--- src/sv/ckfc_pkg.sv ---
// Shared types, constants and helpers for the chroma key flood classifier.
// No dependencies; every other file imports this package.
`default_nettype none

package ckfc_pkg;

  localparam int CHAN_W     = 8;
  localparam int TOL_W      = 16;
  localparam int FRAC_W     = 8;
  localparam int BUDGET_W   = 4;
  localparam int COUNT_W    = 3;
  localparam int GRANT_W    = 3;
  localparam int KEY_WORD_W = 42;
  localparam int CFG_IDX_W  = 3;

  // Grant codes beyond the key indexes
  localparam logic [GRANT_W-1:0] GRANT_CLEAR   = 3'd4;
  localparam logic [GRANT_W-1:0] GRANT_REFUSED = 3'd5;

  typedef enum logic [CFG_IDX_W-1:0] {
    REG_KEY0    = 3'd0,
    REG_KEY1    = 3'd1,
    REG_KEY2    = 3'd2,
    REG_KEY3    = 3'd3,
    REG_KEY_CNT = 3'd4,
    REG_BUDGET  = 3'd5,
    REG_MARGIN  = 3'd6
  } cfg_idx_t;

  // Key word layout, LSB first: red, green, blue, tolerance, island, spare
  typedef struct packed {
    logic              spare;
    logic              island;
    logic [TOL_W-1:0]  tol;
    logic [CHAN_W-1:0] blue;
    logic [CHAN_W-1:0] green;
    logic [CHAN_W-1:0] red;
  } key_t;

  typedef struct packed {
    logic [COUNT_W-1:0]  keys_in_use;
    logic [BUDGET_W-1:0] budget;
    logic [TOL_W-1:0]    margin;
  } settings_t;

  typedef struct packed {
    logic [CHAN_W-1:0]   red;
    logic [CHAN_W-1:0]   green;
    logic [CHAN_W-1:0]   blue;
    logic [CHAN_W-1:0]   alpha;
    logic [GRANT_W-1:0]  from;
    logic [BUDGET_W-1:0] spent;
  } pixel_t;

  function automatic logic [CHAN_W-1:0] chan_diff(input logic [CHAN_W-1:0] a,
                                                  input logic [CHAN_W-1:0] b);
    return (a > b) ? (a - b) : (b - a);
  endfunction

  // Largest per-channel distance, whole channel steps
  function automatic logic [CHAN_W-1:0] max_chan_gap(input key_t key, input pixel_t pix);
    logic [CHAN_W-1:0] d;
    logic [CHAN_W-1:0] e;
    logic [CHAN_W-1:0] f;
    d = chan_diff(pix.red, key.red);
    e = chan_diff(pix.green, key.green);
    f = chan_diff(pix.blue, key.blue);
    if (e > d) d = e;
    if (f > d) d = f;
    return d;
  endfunction

endpackage

`default_nettype wire

--- src/sv/ckfc_pixel_if.sv ---
// Input channel: one flooded pixel with its arriving key and spent budget.
// Depends on ckfc_pkg.
`default_nettype none

interface ckfc_pixel_if;
  import ckfc_pkg::*;

  logic                valid;
  logic                ready;
  logic [CHAN_W-1:0]   pixel_red;
  logic [CHAN_W-1:0]   pixel_green;
  logic [CHAN_W-1:0]   pixel_blue;
  logic [CHAN_W-1:0]   pixel_alpha;
  logic [GRANT_W-1:0]  arriving_key;
  logic [BUDGET_W-1:0] spent_budget;

  modport source (output valid, pixel_red, pixel_green, pixel_blue, pixel_alpha,
                  arriving_key, spent_budget, input ready);
  modport sink (input valid, pixel_red, pixel_green, pixel_blue, pixel_alpha,
                arriving_key, spent_budget, output ready);
endinterface

`default_nettype wire

--- src/sv/ckfc_grant_if.sv ---
// Output channel: granted key code and budget spent after the pixel.
// Depends on ckfc_pkg.
`default_nettype none

interface ckfc_grant_if;
  import ckfc_pkg::*;

  logic                valid;
  logic                ready;
  logic [GRANT_W-1:0]  granted_key;
  logic [BUDGET_W-1:0] budget_after;

  modport source (output valid, granted_key, budget_after, input ready);
  modport sink (input valid, granted_key, budget_after, output ready);
endinterface

`default_nettype wire

--- src/sv/ckfc_cfg_if.sv ---
// Configuration write channel: register index and write data.
// Depends on ckfc_pkg.
`default_nettype none

interface ckfc_cfg_if;
  import ckfc_pkg::*;

  logic                  valid;
  logic                  ready;
  logic [CFG_IDX_W-1:0]  index;
  logic [KEY_WORD_W-1:0] data;

  modport source (output valid, index, data, input ready);
  modport sink (input valid, index, data, output ready);
endinterface

`default_nettype wire

--- src/sv/chroma_key_flood_classifier.sv ---
// Top level of the chroma key flood classifier.
// Depends on ckfc_pkg, the channel interfaces, ckfc_cfg and ckfc_core.
//
// Classifies one flooded pixel per clock: an item accepted on the pixel
// channel yields its result on the grant channel after passing one input
// register and one result register, and a new item is taken every cycle while
// the grant side keeps up. All key slots are matched in parallel between the
// two registers, so throughput is one item per cycle unless the grant side
// stalls. Ready on the pixel side follows the grant side combinationally
// through the two register stages. Configuration writes are always accepted and
// must only be issued while no item is in flight. No clearing pass after reset.
`default_nettype none

module chroma_key_flood_classifier #(
  parameter int KEY_SLOTS   = 4,
  parameter int BUDGET_BITS = 4
) (
  input  logic         clk,
  input  logic         rst,
  ckfc_pixel_if.sink   pixel,
  ckfc_grant_if.source grant,
  ckfc_cfg_if.sink     cfg
);
  import ckfc_pkg::*;

  key_t      keys [KEY_SLOTS];
  settings_t settings;

  ckfc_cfg #(
    .KEY_SLOTS (KEY_SLOTS)
  ) u_cfg (
    .clk      (clk),
    .rst      (rst),
    .cfg      (cfg),
    .keys     (keys),
    .settings (settings)
  );

  ckfc_core #(
    .KEY_SLOTS   (KEY_SLOTS),
    .BUDGET_BITS (BUDGET_BITS)
  ) u_core (
    .clk      (clk),
    .rst      (rst),
    .pixel    (pixel),
    .grant    (grant),
    .keys     (keys),
    .settings (settings)
  );

endmodule

`default_nettype wire

--- src/sv/ckfc_cfg.sv ---
// Configuration register file: key slots, key count, crevice budget and margin.
// Depends on ckfc_pkg and ckfc_cfg_if.
`default_nettype none

module ckfc_cfg #(
  parameter int KEY_SLOTS = 4
) (
  input  logic             clk,
  input  logic             rst,
  ckfc_cfg_if.sink         cfg,
  output ckfc_pkg::key_t   keys [KEY_SLOTS],
  output ckfc_pkg::settings_t settings
);
  import ckfc_pkg::*;

  assign cfg.ready = 1'b1;

  always_ff @(posedge clk) begin
    if (rst) begin
      for (int k = 0; k < KEY_SLOTS; k++) begin
        keys[k] <= '0;
      end
    end else if (cfg.valid) begin
      for (int k = 0; k < KEY_SLOTS; k++) begin
        if (cfg.index == CFG_IDX_W'(int'(REG_KEY0) + k)) begin
          keys[k] <= key_t'(cfg.data);
        end
      end
    end
  end

  always_ff @(posedge clk) begin
    if (rst) begin
      settings <= '0;
    end else if (cfg.valid) begin
      case (cfg_idx_t'(cfg.index))
        REG_KEY_CNT: settings.keys_in_use <= cfg.data[COUNT_W-1:0];
        REG_BUDGET:  settings.budget      <= cfg.data[BUDGET_W-1:0];
        REG_MARGIN:  settings.margin      <= cfg.data[TOL_W-1:0];
        default: ;
      endcase
    end
  end

endmodule

`default_nettype wire

--- src/sv/ckfc_core.sv ---
// Classifier datapath: input register, key match and decision logic, result register.
// Depends on ckfc_pkg, ckfc_pixel_if and ckfc_grant_if.
`default_nettype none

module ckfc_core #(
  parameter int KEY_SLOTS   = 4,
  parameter int BUDGET_BITS = 4
) (
  input  logic                clk,
  input  logic                rst,
  ckfc_pixel_if.sink          pixel,
  ckfc_grant_if.source        grant,
  input  ckfc_pkg::key_t      keys [KEY_SLOTS],
  input  ckfc_pkg::settings_t settings
);
  import ckfc_pkg::*;

  localparam int EFF_BITS = (BUDGET_BITS < BUDGET_W) ? BUDGET_BITS : BUDGET_W;
  localparam logic [BUDGET_W-1:0] BUDGET_MASK = BUDGET_W'((1 << EFF_BITS) - 1);
  localparam logic [COUNT_W-1:0]  SLOT_COUNT  = COUNT_W'(KEY_SLOTS);

  // Stage 1: registered input item
  logic   s1_valid;
  pixel_t s1_pix;
  // Stage 2: result register
  logic                o_valid;
  logic [GRANT_W-1:0]  o_key;
  logic [BUDGET_W-1:0] o_budget;

  logic adv2;
  logic take1;

  logic [COUNT_W-1:0]  valid_n;
  logic [CHAN_W-1:0]   span [KEY_SLOTS];
  logic [KEY_SLOTS-1:0] hit;
  logic [KEY_SLOTS-1:0] claim;
  logic [CHAN_W-1:0]   from_dist;
  logic [TOL_W-1:0]    from_tol;
  logic                from_hit;
  logic [GRANT_W-1:0]  claim_key;
  logic [BUDGET_W-1:0] spent;
  logic [BUDGET_W-1:0] reach;
  logic [TOL_W:0]      wide_tol;
  logic                crev_ok;
  logic [GRANT_W-1:0]  key_next;
  logic [BUDGET_W-1:0] budget_next;

  assign adv2        = !o_valid || grant.ready;
  assign take1       = !s1_valid || adv2;
  assign pixel.ready = take1;

  always_ff @(posedge clk) begin
    if (rst) begin
      s1_valid <= 1'b0;
    end else if (take1) begin
      s1_valid <= pixel.valid;
    end
  end

  always_ff @(posedge clk) begin
    if (take1 && pixel.valid) begin
      s1_pix <= '{red: pixel.pixel_red, green: pixel.pixel_green,
                  blue: pixel.pixel_blue, alpha: pixel.pixel_alpha,
                  from: pixel.arriving_key, spent: pixel.spent_budget};
    end
  end

  // Key match: all slots in parallel
  always_comb begin
    valid_n = (settings.keys_in_use > SLOT_COUNT) ? SLOT_COUNT : settings.keys_in_use;
    from_dist = '0;
    from_tol  = '0;
    from_hit  = 1'b0;
    for (int k = 0; k < KEY_SLOTS; k++) begin
      span[k]  = max_chan_gap(keys[k], s1_pix);
      hit[k]   = {span[k], {FRAC_W{1'b0}}} <= keys[k].tol;
      claim[k] = hit[k] && !keys[k].island && (COUNT_W'(k) < valid_n);
      if (s1_pix.from == GRANT_W'(k)) begin
        from_dist = span[k];
        from_tol  = keys[k].tol;
        from_hit  = hit[k];
      end
    end
    claim_key = GRANT_REFUSED;
    for (int k = KEY_SLOTS - 1; k >= 0; k--) begin
      if (claim[k]) claim_key = GRANT_W'(k);
    end
  end

  // Decision
  always_comb begin
    spent    = s1_pix.spent & BUDGET_MASK;
    reach    = settings.budget & BUDGET_MASK;
    wide_tol = {1'b0, from_tol} + {1'b0, settings.margin};
    crev_ok  = (reach != '0) && (spent < reach) &&
               ({1'b0, from_dist, {FRAC_W{1'b0}}} <= wide_tol);
    key_next    = GRANT_REFUSED;
    budget_next = spent;
    if (s1_pix.alpha == '0) begin
      key_next = GRANT_CLEAR;
    end else if (s1_pix.from == GRANT_CLEAR) begin
      key_next = claim_key;
    end else if (s1_pix.from >= valid_n) begin
      key_next = GRANT_REFUSED;
    end else if (from_hit) begin
      key_next = s1_pix.from;
    end else if (|claim) begin
      key_next = claim_key;
    end else if (crev_ok) begin
      key_next    = s1_pix.from;
      budget_next = spent + BUDGET_W'(1);
    end
  end

  always_ff @(posedge clk) begin
    if (rst) begin
      o_valid <= 1'b0;
    end else if (adv2) begin
      o_valid <= s1_valid;
    end
  end

  always_ff @(posedge clk) begin
    if (adv2 && s1_valid) begin
      o_key    <= key_next;
      o_budget <= budget_next;
    end
  end

  assign grant.valid        = o_valid;
  assign grant.granted_key  = o_key;
  assign grant.budget_after = o_budget;

  // A result stalled downstream keeps the staged item in place
  a_hold_stage: assert property (@(posedge clk) disable iff (rst)
    s1_valid && !adv2 |=> s1_valid && $stable(s1_pix))
    else $error("staged item lost while result stalled");

  // Transparent pixels always come out clear
  a_clear: assert property (@(posedge clk) disable iff (rst)
    s1_valid && adv2 && (s1_pix.alpha == '0) |=> o_key == GRANT_CLEAR)
    else $error("transparent pixel not granted clear");

  // Budget only moves on a crevice step, which keeps the arriving key
  a_budget: assert property (@(posedge clk) disable iff (rst)
    s1_valid && adv2 |=>
      (o_budget == ($past(s1_pix.spent) & BUDGET_MASK)) || (o_key == $past(s1_pix.from)))
    else $error("budget changed without crevice step");

  // Codes above refused never appear
  a_code: assert property (@(posedge clk) disable iff (rst)
    o_valid |-> o_key <= GRANT_REFUSED)
    else $error("grant code out of range");

endmodule

`default_nettype wire

--- src/flat_wrapper.sv ---
// flat-port wrapper written by rule: the top's interface ports become plain ports
module chroma_key_flood_classifier_flat import ckfc_pkg::*;
#(
  parameter int KEY_SLOTS   = 4,
  parameter int BUDGET_BITS = 4
)
  (clk, rst, pixel_valid, pixel_pixel_red, pixel_pixel_green, pixel_pixel_blue, pixel_pixel_alpha, pixel_arriving_key, pixel_spent_budget, pixel_ready, grant_valid, grant_granted_key, grant_budget_after, grant_ready, cfg_valid, cfg_index, cfg_data, cfg_ready);
  ckfc_pixel_if pixel_i ();
  ckfc_grant_if grant_i ();
  ckfc_cfg_if cfg_i ();
  input  logic clk;
  input  logic rst;
  input wire logic [$bits(pixel_i.valid)-1:0] pixel_valid;
  input wire logic [$bits(pixel_i.pixel_red)-1:0] pixel_pixel_red;
  input wire logic [$bits(pixel_i.pixel_green)-1:0] pixel_pixel_green;
  input wire logic [$bits(pixel_i.pixel_blue)-1:0] pixel_pixel_blue;
  input wire logic [$bits(pixel_i.pixel_alpha)-1:0] pixel_pixel_alpha;
  input wire logic [$bits(pixel_i.arriving_key)-1:0] pixel_arriving_key;
  input wire logic [$bits(pixel_i.spent_budget)-1:0] pixel_spent_budget;
  output wire logic [$bits(pixel_i.ready)-1:0] pixel_ready;
  output wire logic [$bits(grant_i.valid)-1:0] grant_valid;
  output wire logic [$bits(grant_i.granted_key)-1:0] grant_granted_key;
  output wire logic [$bits(grant_i.budget_after)-1:0] grant_budget_after;
  input wire logic [$bits(grant_i.ready)-1:0] grant_ready;
  input wire logic [$bits(cfg_i.valid)-1:0] cfg_valid;
  input wire logic [$bits(cfg_i.index)-1:0] cfg_index;
  input wire logic [$bits(cfg_i.data)-1:0] cfg_data;
  output wire logic [$bits(cfg_i.ready)-1:0] cfg_ready;
  assign pixel_i.valid = pixel_valid;
  assign pixel_i.pixel_red = pixel_pixel_red;
  assign pixel_i.pixel_green = pixel_pixel_green;
  assign pixel_i.pixel_blue = pixel_pixel_blue;
  assign pixel_i.pixel_alpha = pixel_pixel_alpha;
  assign pixel_i.arriving_key = pixel_arriving_key;
  assign pixel_i.spent_budget = pixel_spent_budget;
  assign pixel_ready = pixel_i.ready;
  assign grant_valid = grant_i.valid;
  assign grant_granted_key = grant_i.granted_key;
  assign grant_budget_after = grant_i.budget_after;
  assign grant_i.ready = grant_ready;
  assign cfg_i.valid = cfg_valid;
  assign cfg_i.index = cfg_index;
  assign cfg_i.data = cfg_data;
  assign cfg_ready = cfg_i.ready;
  chroma_key_flood_classifier #(.KEY_SLOTS(KEY_SLOTS), .BUDGET_BITS(BUDGET_BITS)) u_core (.clk(clk), .rst(rst), .pixel(pixel_i), .grant(grant_i), .cfg(cfg_i));
endmodule
--- config.mk ---
export PLATFORM = sky130hd
export DESIGN_NAME = chroma_key_flood_classifier_flat
export DESIGN_NICKNAME = d
export VERILOG_FILES = /design/src/sv/ckfc_pkg.sv /design/src/sv/ckfc_pixel_if.sv /design/src/sv/ckfc_grant_if.sv /design/src/sv/ckfc_cfg_if.sv /design/src/sv/chroma_key_flood_classifier.sv /design/src/sv/ckfc_cfg.sv /design/src/sv/ckfc_core.sv /design/src/flat_wrapper.sv
export SDC_FILE = /design/constraint.sdc
export NUM_CORES = 1
export LEC_CHECK = 0
export BUFFER_PORTS_ARGS = -buffer_cell sky130_fd_sc_hd__buf_4
export CAP_MARGIN = 10
export CORE_ASPECT_RATIO = 0.8
export CORE_MARGIN = 2
export CORE_UTILIZATION = 40
export DETAILED_ROUTE_END_ITERATION = 8
export PLACE_DENSITY_LB_ADDON = 0.1
export SETUP_SLACK_MARGIN = 0.1
export SYNTH_ARGS = -nofsm -noshare
export SYNTH_HDL_FRONTEND = slang
export SYNTH_SLANG_ARGS = --single-unit
--- constraint.sdc ---
create_clock -name clk -period 7.9 [get_ports clk]
set_clock_uncertainty 0.1 [all_clocks]
set_input_delay 0.79 -clock clk [delete_from_list [all_inputs] [get_ports clk]]
set_output_delay 0.79 -clock clk [all_outputs]
set_load 0.01 [all_outputs]
==> flow_summary.toml <==
[outcome]
status = "finished with violations"
violations = "setup timing"

[timing]
rsz0062_at_grt = "true"
setup_viol = 7
fin_ws_ps = -391.2
period_needed_ps = 8291
min_period_over_period_pct = 105.0
hold_viol_final = 0
hold_ws_ps = 252.8
tightest_slew_ps = 1170
fmax_ghz = 0.1206
slew-limit-headroom_pct = 21.97
fin_setup_tns_ps = -1959
slew_violations = 0

[global_routing]
grt_pass1_wl_um = 117000
grt_antenna_before_repair = 2
track_usage_pct = 28.11
grt.met3_usage_pct = 2.918
grt.met1_usage_pct = 41.72
use_met2_pct = 43.43
grt.busiest_layer = "met2"
grt_pass1_vias = 19990
grt_max_degree = 117
overflow = 0

[synthesis]
synth_cell_type_count = 91
syn_area_per_cell_um2 = 8.110
synth_nets = 2972
synth-async-reset-ratio_pct = 0
synth_cells = 2551
synth_edf_count = 46
yosysSeqAreaShare_pct = 24.97
synth_top_flop_cell = "dfxtp_1"
ys_ff_latch = 235
ys_warn_count = 0
synth_area_um2 = 20690

[cells_and_area]
antenna_cells = 0
final_area_um2 = 28090
multi_input_area_um2 = 15400
layout.cells.non_filler = 3800
syn_to_final_growth_pct = 35.80
seq_area_um2 = 5165
nets = 3515
nFillCells = 4819
fin_util_pct = 54.97
drive_gt1_share_pct = 29.01

[floorplan]
die_w_um = 258.3
fp.dieH_um = 207.4
io_pins = 99
rows = 74
start_util_pct = 40.48
dieArea_um2 = 53560
core_area_um2 = 51110

[critical_path]
startpoint_type = "flip-flop"
critPathRequiredTime_ps = 8160
end_kind = "flip-flop"
r2r.worst_path.cells = 42
critical_path_arrival_ps = 8550
cp_common_cell = "a21o_1"
timing.rr.end = "u_core.u_core.grant.budget_after[1]$_DFFE_PP_"
slowest_stage = "mux4_2"
rrSetupSlack_ps = -390
critPathKind = "reg2reg"
cp_max_fo = 5
slowest_delay_ps = 490
reg2reg_from = "u_core.u_core.s1_pix[23]$_DFFE_PP_"

[placed_design]
gp_routability_congestion = 0.9509
hpwl_um = 58820
io_buffers = 96
dp_cells = 3692
placed_area_um2 = 25430

[power]
power.internal_mw = 4.006
p_switching_mw = 2.471
p_per_area_nw_per_um2 = 230.5
peakVddDrop_mv = 0.1762
combinationalPowerShare_pct = 57.6
pwr-share-seq_pct = 20.0
swShare_pct = 38.15
power.share.clock_pct = 22.4
p_leak_nw = 12.41

[routing]
drt-total-wl_um = 77650
vias = 20490
drc = 0
ant_nets = 0
drt_iter0_drc = 1481
wl_per_cell_um = 20.43
dr.pass1.iters = 5
viasPerCell = 5.391

[cts]
clock_latency_ps = 610
cts_tree = "done"
root_buffer = "clkbuf_16"
clock_sinks = 235
postCtsHoldBufs = 0
cts-buffers-inserted = 28
clockBufferDepth = 3
cts-htree-levels = 1
clk_pin_slew_ps = 70

[hold_path]
hold_class = "in2reg"
whs_endpoint = "u_core.u_core.s1_pix[34]$_DFFE_PP_"
min_from = "pixel_pixel_red[3]"
hold_path_depth = 1

[run]
drv_cap = 0
-- cell type report --
cell class	count	area share, %
clock buffers	39	2.930
inverters	262	3.509
well taps	684	3.046
multi-input cells	1959	54.83
flip-flops and latches	235	18.38
repair buffers	608	16.59
clock inverters	13	0.7170
-- how the worst max path moves through the flow --
stage	from	slack [ps]	end
after detailed placement	u_core.u_core.s1_pix[31]$_DFFE_PP_	-910	u_core.u_core.grant.budget_after[1]$_DFFE_PP_
after floorplan	u_core.u_core.s1_pix[23]$_DFFE_PP_	30	u_core.u_core.grant.budget_after[1]$_DFFE_PP_
after CTS	u_core.u_core.s1_pix[31]$_DFFE_PP_	-220	u_core.u_core.grant.budget_after[1]$_DFFE_PP_
after global routing	u_core.u_core.s1_pix[23]$_DFFE_PP_	-750	u_core.u_core.grant.budget_after[1]$_DFFE_PP_
after global placement	u_core.u_core.s1_pix[31]$_DFFE_PP_	-760	u_core.u_core.grant.budget_after[1]$_DFFE_PP_
final	u_core.u_core.s1_pix[23]$_DFFE_PP_	-390	u_core.u_core.grant.budget_after[1]$_DFFE_PP_
-- Yosys cell counts, drive strengths merged (23+ instances only) --
cell type	number	area [µm²]
fa	25	500.5
a21oi	309	1558
nor2	68	257.8
mux2	28	319.0
o21a	23	172.7
xor2	29	254.0
ha	307	3841
clkbuf	78	292.8
inv	262	983.4
dfxtp	189	3784
a21o	82	615.6
edfxtp	46	1381
xnor2	49	429.2
nand4	32	200.2
mux2i	91	910.9
nor2b	48	300.3
nand3	44	220.2
o21ai	101	520.5
nand2	442	1659
-- registers in the layout, indices dropped and copies added, names as in the netlist --
register                          count
u_core.u_cfg.keys                   164
u_core.u_cfg.settings                23
u_core.u_core.grant.budget_after      4
u_core.u_core.grant.granted_key       3
u_core.u_core.grant.valid             1
u_core.u_core.s1_pix                 35
u_core.u_core.s1_valid                1
u_core.u_core.spent                   4
-- power groups by stage --
stage               sequential (mW)  combinational (mW)  clock [mW]
floorplan                      1.31                1.61           0
global placement               1.32                3.02           0
detailed placement             1.32                3.07           0
CTS                            1.29                3.47        1.48
global route                   1.30                4.02        1.53
finish                         1.29                3.73        1.45
-- routing by layer --
layer	share of wire, %	wire [µm]
met2	44	33890
met5	0	0
met3	5.1	3942
met4	2.7	2099
met1	49	37720
-- logic make-up after synthesis --
group / after synthesis / synth area share (%)
buf+inv: 357 / 6.647
xor+xnor: 78 / 3.302
simple gates: 746 / 16.32
other cells: 1 / 0.01813
fa+ha+maj: 332 / 20.99
compound gates: 665 / 19.85
mux: 137 / 7.905
flops: 235 / 24.97
-- layout by cell type, fill, tap and decap left out, drive strengths merged, types with 39 or more instances in the layout --
master / n
xnor2: 49
nor2b: 48
a21o: 82
ha: 307
buf: 608
a21oi: 309
nand3: 44
nor2: 68
nand2: 442
clkbuf: 39
edfxtp: 46
mux2i: 91
o21ai: 101
dfxtp: 189
inv: 264
-- repair_timing --
item | 4_1_cts | 5_1_grt
endpoints found under the setup margin | 7 | 7
pin swaps | 65 | 60
endpoints found under the hold margin | 0 | 0
buffers inserted | 37 | 19
resized for setup | 153 | 94
-- metrics by stage --
step / power [mW] / worst slack, ps
2_1_floorplan: 2.916 / 25.50
6_report: 6.477 / -391.2
4_1_cts: 6.245 / -219.5
5_1_grt: 6.848 / -747.4
3_3_place_gp: 4.341 / -764.3
3_5_place_dp: 4.387 / -906.7
-- critical path, delay by kind of cell, from the launching register on --
family                     cells  cell delay (ps)
AOI/OAI and AO/OA             17             3010
and+or+nand+nor                9             1530
adders and majority gates      5             1170
buffers and inverters          9             1080
muxes                          2              790
DFF                            1              390
Note: power is estimated with default switching activity, not from simulation.
